==> src/rtl/bcr_pkg.sv <==
// ----------------------------------------------------------------------------
// bcr_pkg
// Shared types and constants for the auto-repeat button controller: event
// codes, register indexes, repeat modes and the controller/datapath structs.
// ----------------------------------------------------------------------------
package bcr_pkg;

    // Default number of fraction bits of the repeat period.
    localparam int FRAC_BITS_DEF = 16;

    // Field widths.
    localparam int FUNC_W   = 3;
    localparam int MS_W     = 16;
    localparam int TL_W     = 18;
    localparam int CFG_AW   = 3;
    localparam int CFG_DW   = 16;
    localparam int TDATA_IW = 16;
    localparam int TUSER_IW = 4;
    localparam int TDATA_OW = 8;

    // Register reset values.
    localparam logic [MS_W-1:0] DELAY_RST   = 16'd500;
    localparam logic [MS_W-1:0] INITIAL_RST = 16'd200;
    localparam logic [MS_W-1:0] MINIMUM_RST = 16'd50;
    localparam logic [MS_W-1:0] ACCEL_RST   = 16'd2000;

    // Register indexes on the configuration port.
    typedef enum logic [CFG_AW-1:0] {
        REG_ENABLE  = 3'd0,
        REG_DELAY   = 3'd1,
        REG_INITIAL = 3'd2,
        REG_MINIMUM = 3'd3,
        REG_ACCEL   = 3'd4
    } t_reg_idx;

    // Event codes.
    typedef enum logic [FUNC_W-1:0] {
        FN_TICK       = 3'd0,
        FN_MOUSE_DOWN = 3'd1,
        FN_MOUSE_UP   = 3'd2,
        FN_MOUSE_CLK  = 3'd3,
        FN_SPACE_DOWN = 3'd4,
        FN_SPACE_UP   = 3'd5,
        FN_ENTER_DOWN = 3'd6,
        FN_OTHER_KEY  = 3'd7
    } t_func;

    // Repeat modes.
    typedef enum logic [1:0] {
        MODE_DISABLED  = 2'd0,
        MODE_STANDBY   = 2'd1,
        MODE_DELAY     = 2'd2,
        MODE_REPEATING = 2'd3
    } t_mode;

    // One result item; press sits in the lowest bit.
    typedef struct packed {
        logic key_handled;
        logic focus_request;
        logic down_clear;
        logic down_set;
        logic release_pulse;
        logic click_pulse;
        logic press_pulse;
    } t_res;

    // Commands from the controller to the datapath.
    typedef struct packed {
        logic load;       // input transaction accepted
        logic evt;        // apply the event
        logic mul;        // register the diff * delta product
        logic div_start;  // launch the divider
        logic add;        // accumulate and saturate the period
        logic fire;       // countdown compare and repeat decision
        logic tl;         // countdown from the period integer part
        logic push;       // move the result to the output register
    } t_cmd;

    // Status from the datapath to the controller.
    typedef struct packed {
        logic tick_go;    // tick event with an active countdown
        logic div_done;   // divider quotient ready
        logic fire_rep;   // repeat fires while already repeating
        logic out_free;   // output register can take a result
    } t_stat;

endpackage

==> src/rtl/button_click_repeat_controller.sv <==
// A non-tick event or idle tick is applied and moved to the output register;
// an active tick also runs the multiplier, bit-serial divider, period update and
// repeat decision, and reloads the countdown if a repeat fires while repeating.
// Throughput: one event at a time; the next is accepted once the result has
// moved to the output register, even while that result waits to be taken.
// Reset: synchronous, active low; repeat disabled, countdown idle, period 0.
// ----------------------------------------------------------------------------
// button_click_repeat_controller
// Accelerating auto-repeat button: turns mouse, key and tick events into
// press, click, release, down-indicator, focus and key-handled pulses.
// ----------------------------------------------------------------------------
module button_click_repeat_controller import bcr_pkg::*; #(
    parameter int FRAC_BITS = FRAC_BITS_DEF
) (
    input  logic                i_clk,
    input  logic                i_rst_n,
    input  logic                s_axis_tvalid,
    output logic                s_axis_tready,
    input  logic [TDATA_IW-1:0] s_axis_tdata,   // [15:0] delta_ms
    input  logic [TUSER_IW-1:0] s_axis_tuser,   // [2:0] func, [3] key_modified
    output logic                m_axis_tvalid,
    input  logic                m_axis_tready,
    output logic [TDATA_OW-1:0] m_axis_tdata,   // [0] press_pulse, [1] click_pulse,
                                                // [2] release_pulse, [3] down_set,
                                                // [4] down_clear, [5] focus_request,
                                                // [6] key_handled, [7] zero
    input  logic                i_cfg_we,
    input  logic [CFG_AW-1:0]   i_cfg_addr,
    input  logic [CFG_DW-1:0]   i_cfg_wdata
);

    t_cmd  w_cmd;
    t_stat w_stat;
    t_res  w_res;

    bcr_ctrl u_ctrl (
        .i_clk      (i_clk),
        .i_rst_n    (i_rst_n),
        .i_s_tvalid (s_axis_tvalid),
        .o_s_tready (s_axis_tready),
        .i_stat     (w_stat),
        .o_cmd      (w_cmd)
    );

    bcr_datapath #(
        .FRAC_BITS (FRAC_BITS)
    ) u_dp (
        .i_clk       (i_clk),
        .i_rst_n     (i_rst_n),
        .i_cmd       (w_cmd),
        .o_stat      (w_stat),
        .i_tdata     (s_axis_tdata),
        .i_tuser     (s_axis_tuser),
        .i_cfg_we    (i_cfg_we),
        .i_cfg_addr  (i_cfg_addr),
        .i_cfg_wdata (i_cfg_wdata),
        .i_m_tready  (m_axis_tready),
        .o_m_tvalid  (m_axis_tvalid),
        .o_m_res     (w_res)
    );

    // Pack the result flags, press in the lowest bit.
    assign m_axis_tdata = {1'b0, w_res};

endmodule

==> src/rtl/bcr_div.sv <==
// ----------------------------------------------------------------------------
// bcr_div
// Restoring unsigned divider, one quotient bit per cycle. The quotient stays
// valid from the done pulse until the next start.
// ----------------------------------------------------------------------------
module bcr_div import bcr_pkg::*; #(
    parameter int NW = 2 * MS_W + FRAC_BITS_DEF,
    parameter int DW = MS_W
) (
    input  logic          i_clk,
    input  logic          i_rst_n,
    input  logic          i_start,
    input  logic [NW-1:0] i_dividend,
    input  logic [DW-1:0] i_divisor,
    output logic [NW-1:0] o_quot,
    output logic          o_done
);

    localparam int CW = $clog2(NW + 1);

    logic [NW-1:0] r_q;
    logic [DW-1:0] r_r;
    logic [DW-1:0] r_d;
    logic [CW-1:0] r_cnt;
    logic          r_busy;
    logic          r_done;

    logic [DW:0]   w_sh;
    logic [DW:0]   w_sub;
    logic          w_ge;

    // Shift in the next dividend bit and trial-subtract the divisor.
    always_comb begin
        w_sh  = {r_r, r_q[NW-1]};
        w_ge  = (w_sh >= {1'b0, r_d});
        w_sub = w_sh - {1'b0, r_d};
    end

    // Control: busy flag, bit counter and done pulse.
    always_ff @(posedge i_clk) begin
        if (!i_rst_n) begin
            r_busy <= 1'b0;
            r_done <= 1'b0;
            r_cnt  <= '0;
        end else begin
            r_done <= 1'b0;
            if (i_start) begin
                r_busy <= 1'b1;
                r_cnt  <= CW'(NW);
            end else if (r_busy) begin
                r_cnt <= r_cnt - CW'(1);
                if (r_cnt == CW'(1)) begin
                    r_busy <= 1'b0;
                    r_done <= 1'b1;
                end
            end
        end
    end

    // Datapath: partial remainder and quotient shift register.
    always_ff @(posedge i_clk) begin
        if (i_start) begin
            r_q <= i_dividend;
            r_r <= '0;
            r_d <= i_divisor;
        end else if (r_busy) begin
            r_q <= {r_q[NW-2:0], w_ge};
            r_r <= w_ge ? w_sub[DW-1:0] : w_sh[DW-1:0];
        end
    end

    assign o_quot = r_q;
    assign o_done = r_done;

endmodule

==> src/rtl/bcr_datapath.sv <==
// ----------------------------------------------------------------------------
// bcr_datapath
// Configuration registers, button state, repeat countdown and period
// arithmetic, pending result and output register.
// ----------------------------------------------------------------------------
module bcr_datapath import bcr_pkg::*; #(
    parameter int FRAC_BITS = FRAC_BITS_DEF
) (
    input  logic                i_clk,
    input  logic                i_rst_n,
    input  t_cmd                i_cmd,
    output t_stat               o_stat,
    input  logic [TDATA_IW-1:0] i_tdata,
    input  logic [TUSER_IW-1:0] i_tuser,
    input  logic                i_cfg_we,
    input  logic [CFG_AW-1:0]   i_cfg_addr,
    input  logic [CFG_DW-1:0]   i_cfg_wdata,
    input  logic                i_m_tready,
    output logic                o_m_tvalid,
    output t_res                o_m_res
);

    localparam int PW = FRAC_BITS + TL_W;      // period width
    localparam int PRW = 2 * MS_W;             // product width
    localparam int NW = PRW + FRAC_BITS;       // dividend / quotient width
    localparam int SW = NW + 2;                // accumulate width

    localparam logic signed [SW-1:0] PMAX = {{(SW-PW+1){1'b0}}, {(PW-1){1'b1}}};
    localparam logic signed [SW-1:0] PMIN = {{(SW-PW+1){1'b1}}, {(PW-1){1'b0}}};
    localparam logic signed [TL_W-1:0] IDLE_LEFT = '1;

    // Configuration registers.
    logic [MS_W-1:0] r_delay, r_initial, r_minimum, r_accel;

    // Button state.
    t_mode                  r_mode, n_mode;
    logic signed [TL_W-1:0] r_tl, n_tl;
    logic signed [PW-1:0]   r_period, n_period;
    logic                   r_mouse, n_mouse;
    logic                   r_space, n_space;

    // Latched input item and working registers.
    t_func                  r_func;
    logic [MS_W-1:0]        r_delta;
    logic                   r_mod;
    logic [PRW-1:0]         r_prod;
    logic                   r_diff_neg, r_diff_pos;
    t_res                   r_res, n_res;
    logic                   r_out_valid;
    t_res                   r_out;

    logic [NW-1:0]          w_quot;
    logic                   w_div_done;
    logic [MS_W-1:0]        w_mag_diff;
    logic [MS_W-1:0]        w_divisor;
    logic                   w_active;
    logic                   w_fire;
    logic signed [SW-1:0]   w_step;
    logic signed [SW-1:0]   w_sum;
    logic signed [PW-1:0]   w_sat;
    logic signed [PW-1:0]   w_fin;
    logic signed [PW-1:0]   w_init_fx;
    logic signed [PW-1:0]   w_padj;
    logic signed [PW-1:0]   w_ipart;
    logic                   w_clamp;
    logic                   w_ignored;

    // Configuration registers other than the enable.
    always_ff @(posedge i_clk) begin
        if (!i_rst_n) begin
            r_delay   <= DELAY_RST;
            r_initial <= INITIAL_RST;
            r_minimum <= MINIMUM_RST;
            r_accel   <= ACCEL_RST;
        end else if (i_cfg_we) begin
            unique case (t_reg_idx'(i_cfg_addr))
                REG_DELAY:   r_delay   <= i_cfg_wdata;
                REG_INITIAL: r_initial <= i_cfg_wdata;
                REG_MINIMUM: r_minimum <= i_cfg_wdata;
                REG_ACCEL:   r_accel   <= i_cfg_wdata;
                default: ;
            endcase
        end
    end

    // Magnitude of the period difference and the divisor.
    always_comb begin
        w_mag_diff = (r_minimum < r_initial) ? (r_initial - r_minimum)
                                             : (r_minimum - r_initial);
        w_divisor  = (r_accel == '0) ? MS_W'(1) : r_accel;
    end

    bcr_div #(
        .NW (NW),
        .DW (MS_W)
    ) u_div (
        .i_clk      (i_clk),
        .i_rst_n    (i_rst_n),
        .i_start    (i_cmd.div_start),
        .i_dividend ({r_prod, {FRAC_BITS{1'b0}}}),
        .i_divisor  (w_divisor),
        .o_quot     (w_quot),
        .o_done     (w_div_done)
    );

    // Period accumulation with saturation, clamp and integer part.
    always_comb begin
        w_step    = r_diff_neg ? -$signed({2'b00, w_quot}) : $signed({2'b00, w_quot});
        w_sum     = {{(SW-PW){r_period[PW-1]}}, r_period} + w_step;
        if (w_sum > PMAX) begin
            w_sat = PW'(PMAX);
        end else if (w_sum < PMIN) begin
            w_sat = PW'(PMIN);
        end else begin
            w_sat = w_sum[PW-1:0];
        end
        w_fin     = {{(PW-MS_W-FRAC_BITS){1'b0}}, r_minimum, {FRAC_BITS{1'b0}}};
        w_init_fx = {{(PW-MS_W-FRAC_BITS){1'b0}}, r_initial, {FRAC_BITS{1'b0}}};
        w_clamp   = r_diff_pos ? (r_period >= w_fin) : (r_period <= w_fin);
        w_padj    = r_period + (r_period[PW-1] ? {{(PW-FRAC_BITS){1'b0}},
                                                  {FRAC_BITS{1'b1}}} : '0);
        w_ipart   = w_padj >>> FRAC_BITS;
    end

    // Countdown state and event decode.
    always_comb begin
        w_active  = ((r_mode == MODE_DELAY) || (r_mode == MODE_REPEATING)) &&
                    (r_tl != IDLE_LEFT);
        w_fire    = $signed({r_tl[TL_W-1], r_tl}) < $signed({3'b000, r_delta});
        w_ignored = r_mod && (r_func >= FN_SPACE_DOWN);
    end

    // Next state of the button, countdown and period.
    always_comb begin
        n_mode   = r_mode;
        n_tl     = r_tl;
        n_period = r_period;
        n_mouse  = r_mouse;
        n_space  = r_space;
        n_res    = r_res;

        if (i_cfg_we && (t_reg_idx'(i_cfg_addr) == REG_ENABLE)) begin
            if (i_cfg_wdata[0]) begin
                n_mode = MODE_STANDBY;
            end else begin
                n_mode = MODE_DISABLED;
                n_tl   = IDLE_LEFT;
            end
        end

        if (i_cmd.evt) begin
            n_res = '0;
            if (!w_ignored) begin
                unique case (r_func)
                    FN_TICK: ;
                    FN_MOUSE_DOWN: begin
                        n_res.focus_request = 1'b1;
                        n_res.press_pulse   = 1'b1;
                        n_mouse             = 1'b1;
                        if (r_mode == MODE_STANDBY) begin
                            n_mode = MODE_DELAY;
                            n_tl   = TL_W'(r_delay);
                        end
                    end
                    FN_MOUSE_UP: begin
                        if (r_space) begin
                            n_res.down_set = 1'b1;
                        end else begin
                            n_res.release_pulse = 1'b1;
                        end
                        n_mouse = 1'b0;
                        if (r_mode != MODE_DISABLED) begin
                            n_mode = MODE_STANDBY;
                            n_tl   = IDLE_LEFT;
                        end
                    end
                    FN_MOUSE_CLK: begin
                        n_res.click_pulse = 1'b1;
                    end
                    FN_SPACE_DOWN: begin
                        n_space             = 1'b1;
                        n_res.down_set      = 1'b1;
                        n_res.press_pulse   = 1'b1;
                        n_res.key_handled   = 1'b1;
                        if (r_mode == MODE_STANDBY) begin
                            n_mode = MODE_DELAY;
                            n_tl   = TL_W'(r_delay);
                        end
                    end
                    FN_SPACE_UP: begin
                        if (r_space) begin
                            n_space           = 1'b0;
                            n_res.key_handled = 1'b1;
                            if (!r_mouse) begin
                                n_res.down_clear    = 1'b1;
                                n_res.click_pulse   = 1'b1;
                                n_res.release_pulse = 1'b1;
                                if (r_mode != MODE_DISABLED) begin
                                    n_mode = MODE_STANDBY;
                                    n_tl   = IDLE_LEFT;
                                end
                            end
                        end
                    end
                    FN_ENTER_DOWN: begin
                        n_res.press_pulse   = 1'b1;
                        n_res.click_pulse   = 1'b1;
                        n_res.release_pulse = 1'b1;
                        n_res.key_handled   = 1'b1;
                    end
                    FN_OTHER_KEY: ;
                    default: ;
                endcase
            end
        end

        if (i_cmd.add) begin
            n_period = w_sat;
        end

        if (i_cmd.fire) begin
            if (w_fire) begin
                n_res.click_pulse = 1'b1;
                if (r_mode == MODE_DELAY) begin
                    n_mode   = MODE_REPEATING;
                    n_period = w_init_fx;
                    n_tl     = TL_W'(r_initial);
                end else if (w_clamp) begin
                    n_period = w_fin;
                end
            end else begin
                n_tl = r_tl - TL_W'(r_delta);
            end
        end

        if (i_cmd.tl) begin
            n_tl = w_ipart[TL_W-1:0];
        end
    end

    // State registers.
    always_ff @(posedge i_clk) begin
        if (!i_rst_n) begin
            r_mode   <= MODE_DISABLED;
            r_tl     <= IDLE_LEFT;
            r_period <= '0;
            r_mouse  <= 1'b0;
            r_space  <= 1'b0;
        end else begin
            r_mode   <= n_mode;
            r_tl     <= n_tl;
            r_period <= n_period;
            r_mouse  <= n_mouse;
            r_space  <= n_space;
        end
    end

    // Input latch, product and pending result.
    always_ff @(posedge i_clk) begin
        r_res <= n_res;
        if (i_cmd.load) begin
            r_func  <= t_func'(i_tuser[FUNC_W-1:0]);
            r_mod   <= i_tuser[FUNC_W];
            r_delta <= i_tdata[MS_W-1:0];
        end
        if (i_cmd.mul) begin
            r_prod     <= w_mag_diff * r_delta;
            r_diff_neg <= (r_minimum < r_initial);
            r_diff_pos <= (r_minimum > r_initial);
        end
    end

    // Output register.
    always_ff @(posedge i_clk) begin
        if (!i_rst_n) begin
            r_out_valid <= 1'b0;
        end else if (i_cmd.push) begin
            r_out_valid <= 1'b1;
        end else if (i_m_tready) begin
            r_out_valid <= 1'b0;
        end
    end

    always_ff @(posedge i_clk) begin
        if (i_cmd.push) begin
            r_out <= r_res;
        end
    end

    // Status to the controller.
    always_comb begin
        o_stat.tick_go  = (r_func == FN_TICK) && w_active;
        o_stat.div_done = w_div_done;
        o_stat.fire_rep = w_fire && (r_mode == MODE_REPEATING);
        o_stat.out_free = !r_out_valid || i_m_tready;
    end

    assign o_m_tvalid = r_out_valid;
    assign o_m_res    = r_out;

endmodule

==> src/rtl/bcr_ctrl.sv <==
// ----------------------------------------------------------------------------
// bcr_ctrl
// Sequencer for one event: accept, apply, optional tick arithmetic through
// the multiplier and divider, then hand the result to the output register.
// ----------------------------------------------------------------------------
module bcr_ctrl import bcr_pkg::*; (
    input  logic  i_clk,
    input  logic  i_rst_n,
    input  logic  i_s_tvalid,
    output logic  o_s_tready,
    input  t_stat i_stat,
    output t_cmd  o_cmd
);

    typedef enum logic [8:0] {
        S_IDLE   = 9'b000000001,
        S_EVT    = 9'b000000010,
        S_MUL    = 9'b000000100,
        S_DSTART = 9'b000001000,
        S_DIV    = 9'b000010000,
        S_ADD    = 9'b000100000,
        S_FIRE   = 9'b001000000,
        S_TL     = 9'b010000000,
        S_PUSH   = 9'b100000000
    } t_state;

    t_state r_state, n_state;

    // Next state and commands.
    always_comb begin
        n_state = r_state;
        o_cmd   = '0;
        unique case (r_state)
            S_IDLE: begin
                o_cmd.load = i_s_tvalid;
                if (i_s_tvalid) begin
                    n_state = S_EVT;
                end
            end
            S_EVT: begin
                o_cmd.evt = 1'b1;
                n_state   = i_stat.tick_go ? S_MUL : S_PUSH;
            end
            S_MUL: begin
                o_cmd.mul = 1'b1;
                n_state   = S_DSTART;
            end
            S_DSTART: begin
                o_cmd.div_start = 1'b1;
                n_state         = S_DIV;
            end
            S_DIV: begin
                if (i_stat.div_done) begin
                    n_state = S_ADD;
                end
            end
            S_ADD: begin
                o_cmd.add = 1'b1;
                n_state   = S_FIRE;
            end
            S_FIRE: begin
                o_cmd.fire = 1'b1;
                n_state    = i_stat.fire_rep ? S_TL : S_PUSH;
            end
            S_TL: begin
                o_cmd.tl = 1'b1;
                n_state  = S_PUSH;
            end
            S_PUSH: begin
                o_cmd.push = i_stat.out_free;
                if (i_stat.out_free) begin
                    n_state = S_IDLE;
                end
            end
            default: begin
                n_state = S_IDLE;
            end
        endcase
    end

    always_ff @(posedge i_clk) begin
        if (!i_rst_n) begin
            r_state <= S_IDLE;
        end else begin
            r_state <= n_state;
        end
    end

    assign o_s_tready = (r_state == S_IDLE);

endmodule
==> config.mk <==
export PLATFORM = sky130hd
export DESIGN_NAME = button_click_repeat_controller
export DESIGN_NICKNAME = d
export VERILOG_FILES = /design/src/rtl/bcr_pkg.sv /design/src/rtl/button_click_repeat_controller.sv /design/src/rtl/bcr_div.sv /design/src/rtl/bcr_datapath.sv /design/src/rtl/bcr_ctrl.sv
export SDC_FILE = /design/constraint.sdc
export NUM_CORES = 2
export LEC_CHECK = 0
export BUFFER_PORTS_ARGS = -buffer_cell sky130_fd_sc_hd__buf_2
export CORE_ASPECT_RATIO = 0.5
export CORE_UTILIZATION = 52
export DETAILED_ROUTE_END_ITERATION = 10
export PLACE_DENSITY = 0.72
export SYNTH_ARGS = -nofsm -noshare
export SYNTH_HDL_FRONTEND = slang
export SYNTH_SLANG_ARGS = --single-unit
==> constraint.sdc <==
create_clock -name i_clk -period 29.7 [get_ports i_clk]
set_clock_uncertainty 0.2 [all_clocks]
set_input_delay 1.485 -clock i_clk [delete_from_list [all_inputs] [get_ports i_clk]]
set_output_delay 1.485 -clock i_clk [all_outputs]
set_load 0.02 [all_outputs]
### Word level (Yosys, flattened, before mapping)

Cells that the tools add are included.
W data, S select, Z words.

* bits in registers: 286
* bits of input ports: 44
* word-level logic and storage cells: 197

* add/sub/neg operators: 8
* multiply operators: 1
* magnitude comparators: 9
* equal/unequal tests: 27
* muxes and demuxes: 78
* bitwise operators: 5
* reductions and logical operators: 30

Operators by type and width (count)
* $mux W34: 7
* $mux W18: 12
* $mux W48: 2
* $pmux W9 S9: 1
* $pmux W18 S3: 1
* $add A50 B50 Y50: 1
* $gt A50 B34 Y1 const B: 1
* $lt A50 B34 Y1 const B: 1
* $mux W50: 1
* $neg A48 Y50: 1
* $mux W16: 3
* $sub A16 B16 Y16: 3
* $mux W9: 5
* $add A34 B34 Y34: 1
* $ge A34 B33 Y1: 1
* $le A34 B33 Y1: 1
* $mul A16 B16 Y32: 1
* $mux W2: 14
* $mux W1: 23
* $lt A18 B17 Y1: 1
* $ne A18 B1 Y1 const B: 1
* $sub A18 B16 Y18: 1
* $ge A17 B16 Y1: 1
* $gt A16 B16 Y1: 1
* 35 further kinds: 73

### Longest topological paths before layout

* depth after elaboration: 13
* gate-level depth with buffers: 44
* mapped depth without buffers: 41

### By module

From an unflattened synthesis, not the netlist that was laid out.

* cell total of the unflattened synthesis: 3199
* area, all modules: 27931.8 µm²

By module, submodules not included
* bcr_datapath: times used 1, cells each 2772, area each 22999.6 µm², seq. area each 4454.3 µm²
* bcr_div: times used 1, cells each 350, area each 4290.4 µm², seq. area each 2402.3 µm²
* bcr_ctrl: times used 1, cells each 75, area each 630.6 µm², seq. area each 180.2 µm²
* button_click_repeat_controller: times used 1, cells each 2, area each 11.3 µm², seq. area each 0.0 µm²

### Worst setup path after synthesis

Ideal clock, no wire load.

* kind: flip-flop to flip-flop
* start: reg u_dp.r_minimum[0]
* end: reg u_dp.r_prod[30], data pin
* arrival time: 9355 ps
* required time: 29237 ps
* slack: 19882 ps
* stages on the path, launching flop included: 45
* cells stage by stage: dfxtp_1 inv_1 ha_1 inv_1 fa_1 a21o_1 a21o_1 a21oi_1 o21bai_1 a21o_1 a21o_1 a41oi_1 buf_2 buf_2 buf_2 nor2_1 a21oi_1 a21oi_1 [9 not listed] inv_1 fa_1 inv_1 fa_1 inv_1 ha_1 a21o_1 a21o_1 a21oi_1 o21ai_0 o21bai_1 o21a_1 a21o_1 o21a_1 o21a_1 o21a_1 a311oi_1 xnor2_1

* cells in the longest elaborated chain, start to end: 3
* elaborated cells on any way between the ends: 5
* those cells by class: 2 x add/sub; 1 x mul; 1 x order compare; 1 x mux

RTL lines
* start, declared: line bcr_datapath.sv:33 `logic [MS_W-1:0] r_delay, r_initial, r_minimum, r_accel;`
* start signal, assigned: line bcr_datapath.sv:79 `REG_MINIMUM: r_minimum <= i_cfg_wdata;`
* $sub A16 B16 Y16 (tied with other cells): line bcr_datapath.sv:89 `: (r_minimum - r_initial);`
* $mux W16 *: line bcr_datapath.sv:88 `w_mag_diff = (r_minimum < r_initial) ? (r_initial - r_minimum)`
* $mul A16 B16 Y32 *: line bcr_datapath.sv:267 `r_prod <= w_mag_diff * r_delta;`
* end signal, assigned: line bcr_datapath.sv:267
* end, declared: line bcr_datapath.sv:46 `logic [PRW-1:0] r_prod;`

Every way passes the cells marked *; elsewhere a longest branch is shown, timed or not.
A chain may end at the register's enable or synchronous reset.

### Worst setup path after layout

Ends and elaborated chain as after synthesis.

==> metrics.txt <==
status=completed; critical path's largest stage delay=0.77 ns; ys flop type=dfxtp_1; Syn Inst Count=3343; fmax=91.9 MHz; final-stage net count=3784; Clock Path Buffers=3; number of global-route vias before repair=22700; final hold violation count=0; gr usage total=29.1%; Slew @ Worst Pin=1.22 ns; post-synth top area cell=fa_1; first-pass GRT wire length=126 mm; Cell Area, Synth=27900 sq um; initial core utilization=53.1%; DR vias=24000; DR pass1 iterations=5; Die Height=166 um; WHS Path Cells=0; relative max-transition margin=18.7%; crit path DAT=11.02 ns; CP endpoint kind=flop; Setup Crit Path Kind=flop to flop; CTS sink count=286; Setup TNS=0 ns; CTS root buf=clkbuf_16; PostCTS Resize Cnt=0; layout cells sized above 1=5.58%; top-count cell post-synth=nand2_1; post-synthesis register bit count=286; WL/cell=19.9 um; initial antenna violation count=4; Final ANT Viol Nets=0; EDFF count, synth=115; I/O Buffers=52; Slowest cell on crit path=xnor2_2; CP Buf/Inv Count=6; Slew Viols, Final=0; maxcap violations=0; overflow left after global routing=0; Worst-Skew Late Latency=0.63 ns; peak fanout along the critical path=24; final setup violating endpoints=0; TritonCTS buffer count=29; H-tree depth=1; DRT iter0 DRCs=2459; die area=54600 sq um; pin count of the biggest net entering global routing=77; synth warn=0; Yosys cell types=86; Layout Utilization=56.5%; Die Width=330 um; sequential share of the synthesized area=24.7%; Critical Path RT=29.85 ns; post-DP HPWL=61.4 mm; Hold Path Class=flop to flop; Post-synth top cells=nand2_1 (471), inv_1 (338), ha_1 (250); Syn Nets=3836; CP most frequent cell=fa_1; n_diodes=0; Area Overhead vs Synth=6.39%; Avg Cell Area, Syn=8.34 sq um; post-CTS setup-driven buffer insertion count=0; CP Depth=38; Remaining DRCs=0; CTS clock-pin slew for the worst setup and hold paths=0.07 ns; Yosys top cell area share=14.3%; hold_buf cts=0; startpoint types=flop; Core ar.=52500 sq um; RSZ-0062 raised after global routing=false; via-per-instance ratio=5.99; IO Count=54; Area contributors post-synth=fa_1 (14%), edfxtp_1 (12%), dfxtp_1 (12%), ha_1 (11%), nand2_1 (6.3%); FP Rows=59; gpl congestion=0.990; Register-to-Register Path Depth=38; minimum clock period after layout=10.88 ns; Tcrit/Tclk final=36.6%; Post-Route WL=79.9 mm; Crit path max-delay family=compound AO/OA/AOI/OAI gates; Fillers=4769; TritonCTS clock tree=done; Synth async-reset ratio=0%
==> final cells by class <==
class / count / area (sq um) / area share, %
clock buffer: 40 / 828 / 2.79
timing repair buffer: 88 / 531 / 1.79
multi-input combinational: 2547 / 19100 / 64.5
clock inverter: 14 / 158 / 0.531
inverter: 339 / 1270 / 4.29
sequential: 286 / 6880 / 23.2
tap: 701 / 877 / 2.96
==> layer usage <==
metal | global-route usage (%) | share of wire, % | wire (um)
met1 | 43.9 | 46 | 36800
met2 | 42.1 | 42 | 33300
met3 | 6.40 | 9.8 | 7820
met4 | 6.90 | 2.5 | 2000
met5 | 0 | 0.010 | 8
==> placed cells by master (no fill, tap or decap), drive strengths merged, types with 9 or more instances in the layout <==
cell	netlist	layout
a22oi	12	12
nand4	22	22
o22ai	33	33
a21oi	243	243
a31oi	19	19
o21ai	168	168
dfxtp	171	171
o31ai	17	17
xor2	37	37
edfxtp	115	115
o211ai	30	30
nand2b	34	34
or3	14	14
a211o	10	10
buf	25	88
o21a	19	19
nor3	48	48
and3	33	33
a211oi	23	23
o41ai	9	9
nor4	15	15
inv	339	343
nand2	471	471
clkbuf	146	40
nand3	86	86
and4	9	9
a21boi	10	10
fa	199	199
ha	250	250
nor2	224	224
and2	100	100
mux2i	31	31
o31a	12	12
xnor2	132	132
or4	10	10
nor2b	31	31
a21o	85	85
or2	9	9
o21bai	23	23
==> path summary, 6_finish.rpt <==
| check | slack (ns) | start | end |
|---|---|---|---|
| worst min register to register | 0.22 | u_dp.r_res[5]$_SDFFCE_PP0N_ | u_dp.o_m_res[5]$_DFFE_PP_ |
| worst min-delay path | 0.22 | u_dp.r_res[5]$_SDFFCE_PP0N_ | u_dp.o_m_res[5]$_DFFE_PP_ |
| worst max-delay path | 18.82 | u_dp.r_minimum[0]$_SDFFE_PN0P_ | u_dp.r_prod[30]$_DFFE_PP_ |
| worst max register to register | 18.82 | u_dp.r_minimum[0]$_SDFFE_PN0P_ | u_dp.r_prod[30]$_DFFE_PP_ |
==> kinds of logic after synthesis <==
kind of cell,after synthesis,share of synthesized area (%)
flops,286,24.7
mux,36,1.31
simple gates,1136,19.2
other cells,1,0.0134
compound gates,756,17.1
fa+ha+maj,449,25.5
xor+xnor,169,5.31
buf+inv,510,6.98
==> sequential cells by signal, summed over array words and instances, names as in the netlist, 18 cells and up <==
register	flops
u_dp.u_div.o_quot	48
u_dp.r_tl	18
u_dp.r_prod	32
u_dp.r_period	34
==> per-stage QoR <==
step | instance area (sq um) | setup WS, ns | cells | hold WS, ns
2_1_floorplan | 27900 | 19.88 | 3343 | 0.200
3_3_place_gp | 28700 | 19.17 | 3961 | 0.202
3_5_place_dp | 28700 | 18.99 | 3961 | 0.206
4_1_cts | 29700 | 18.97 | 4015 | 0.222
5_1_grt | 29700 | 18.22 | 4015 | 0.225
6_report | 29700 | 18.82 | 4015 | 0.220
Power is left out: the tool's default activity adds up to more than one toggle a clock period on the data nets, which glitch-free logic cannot reach.
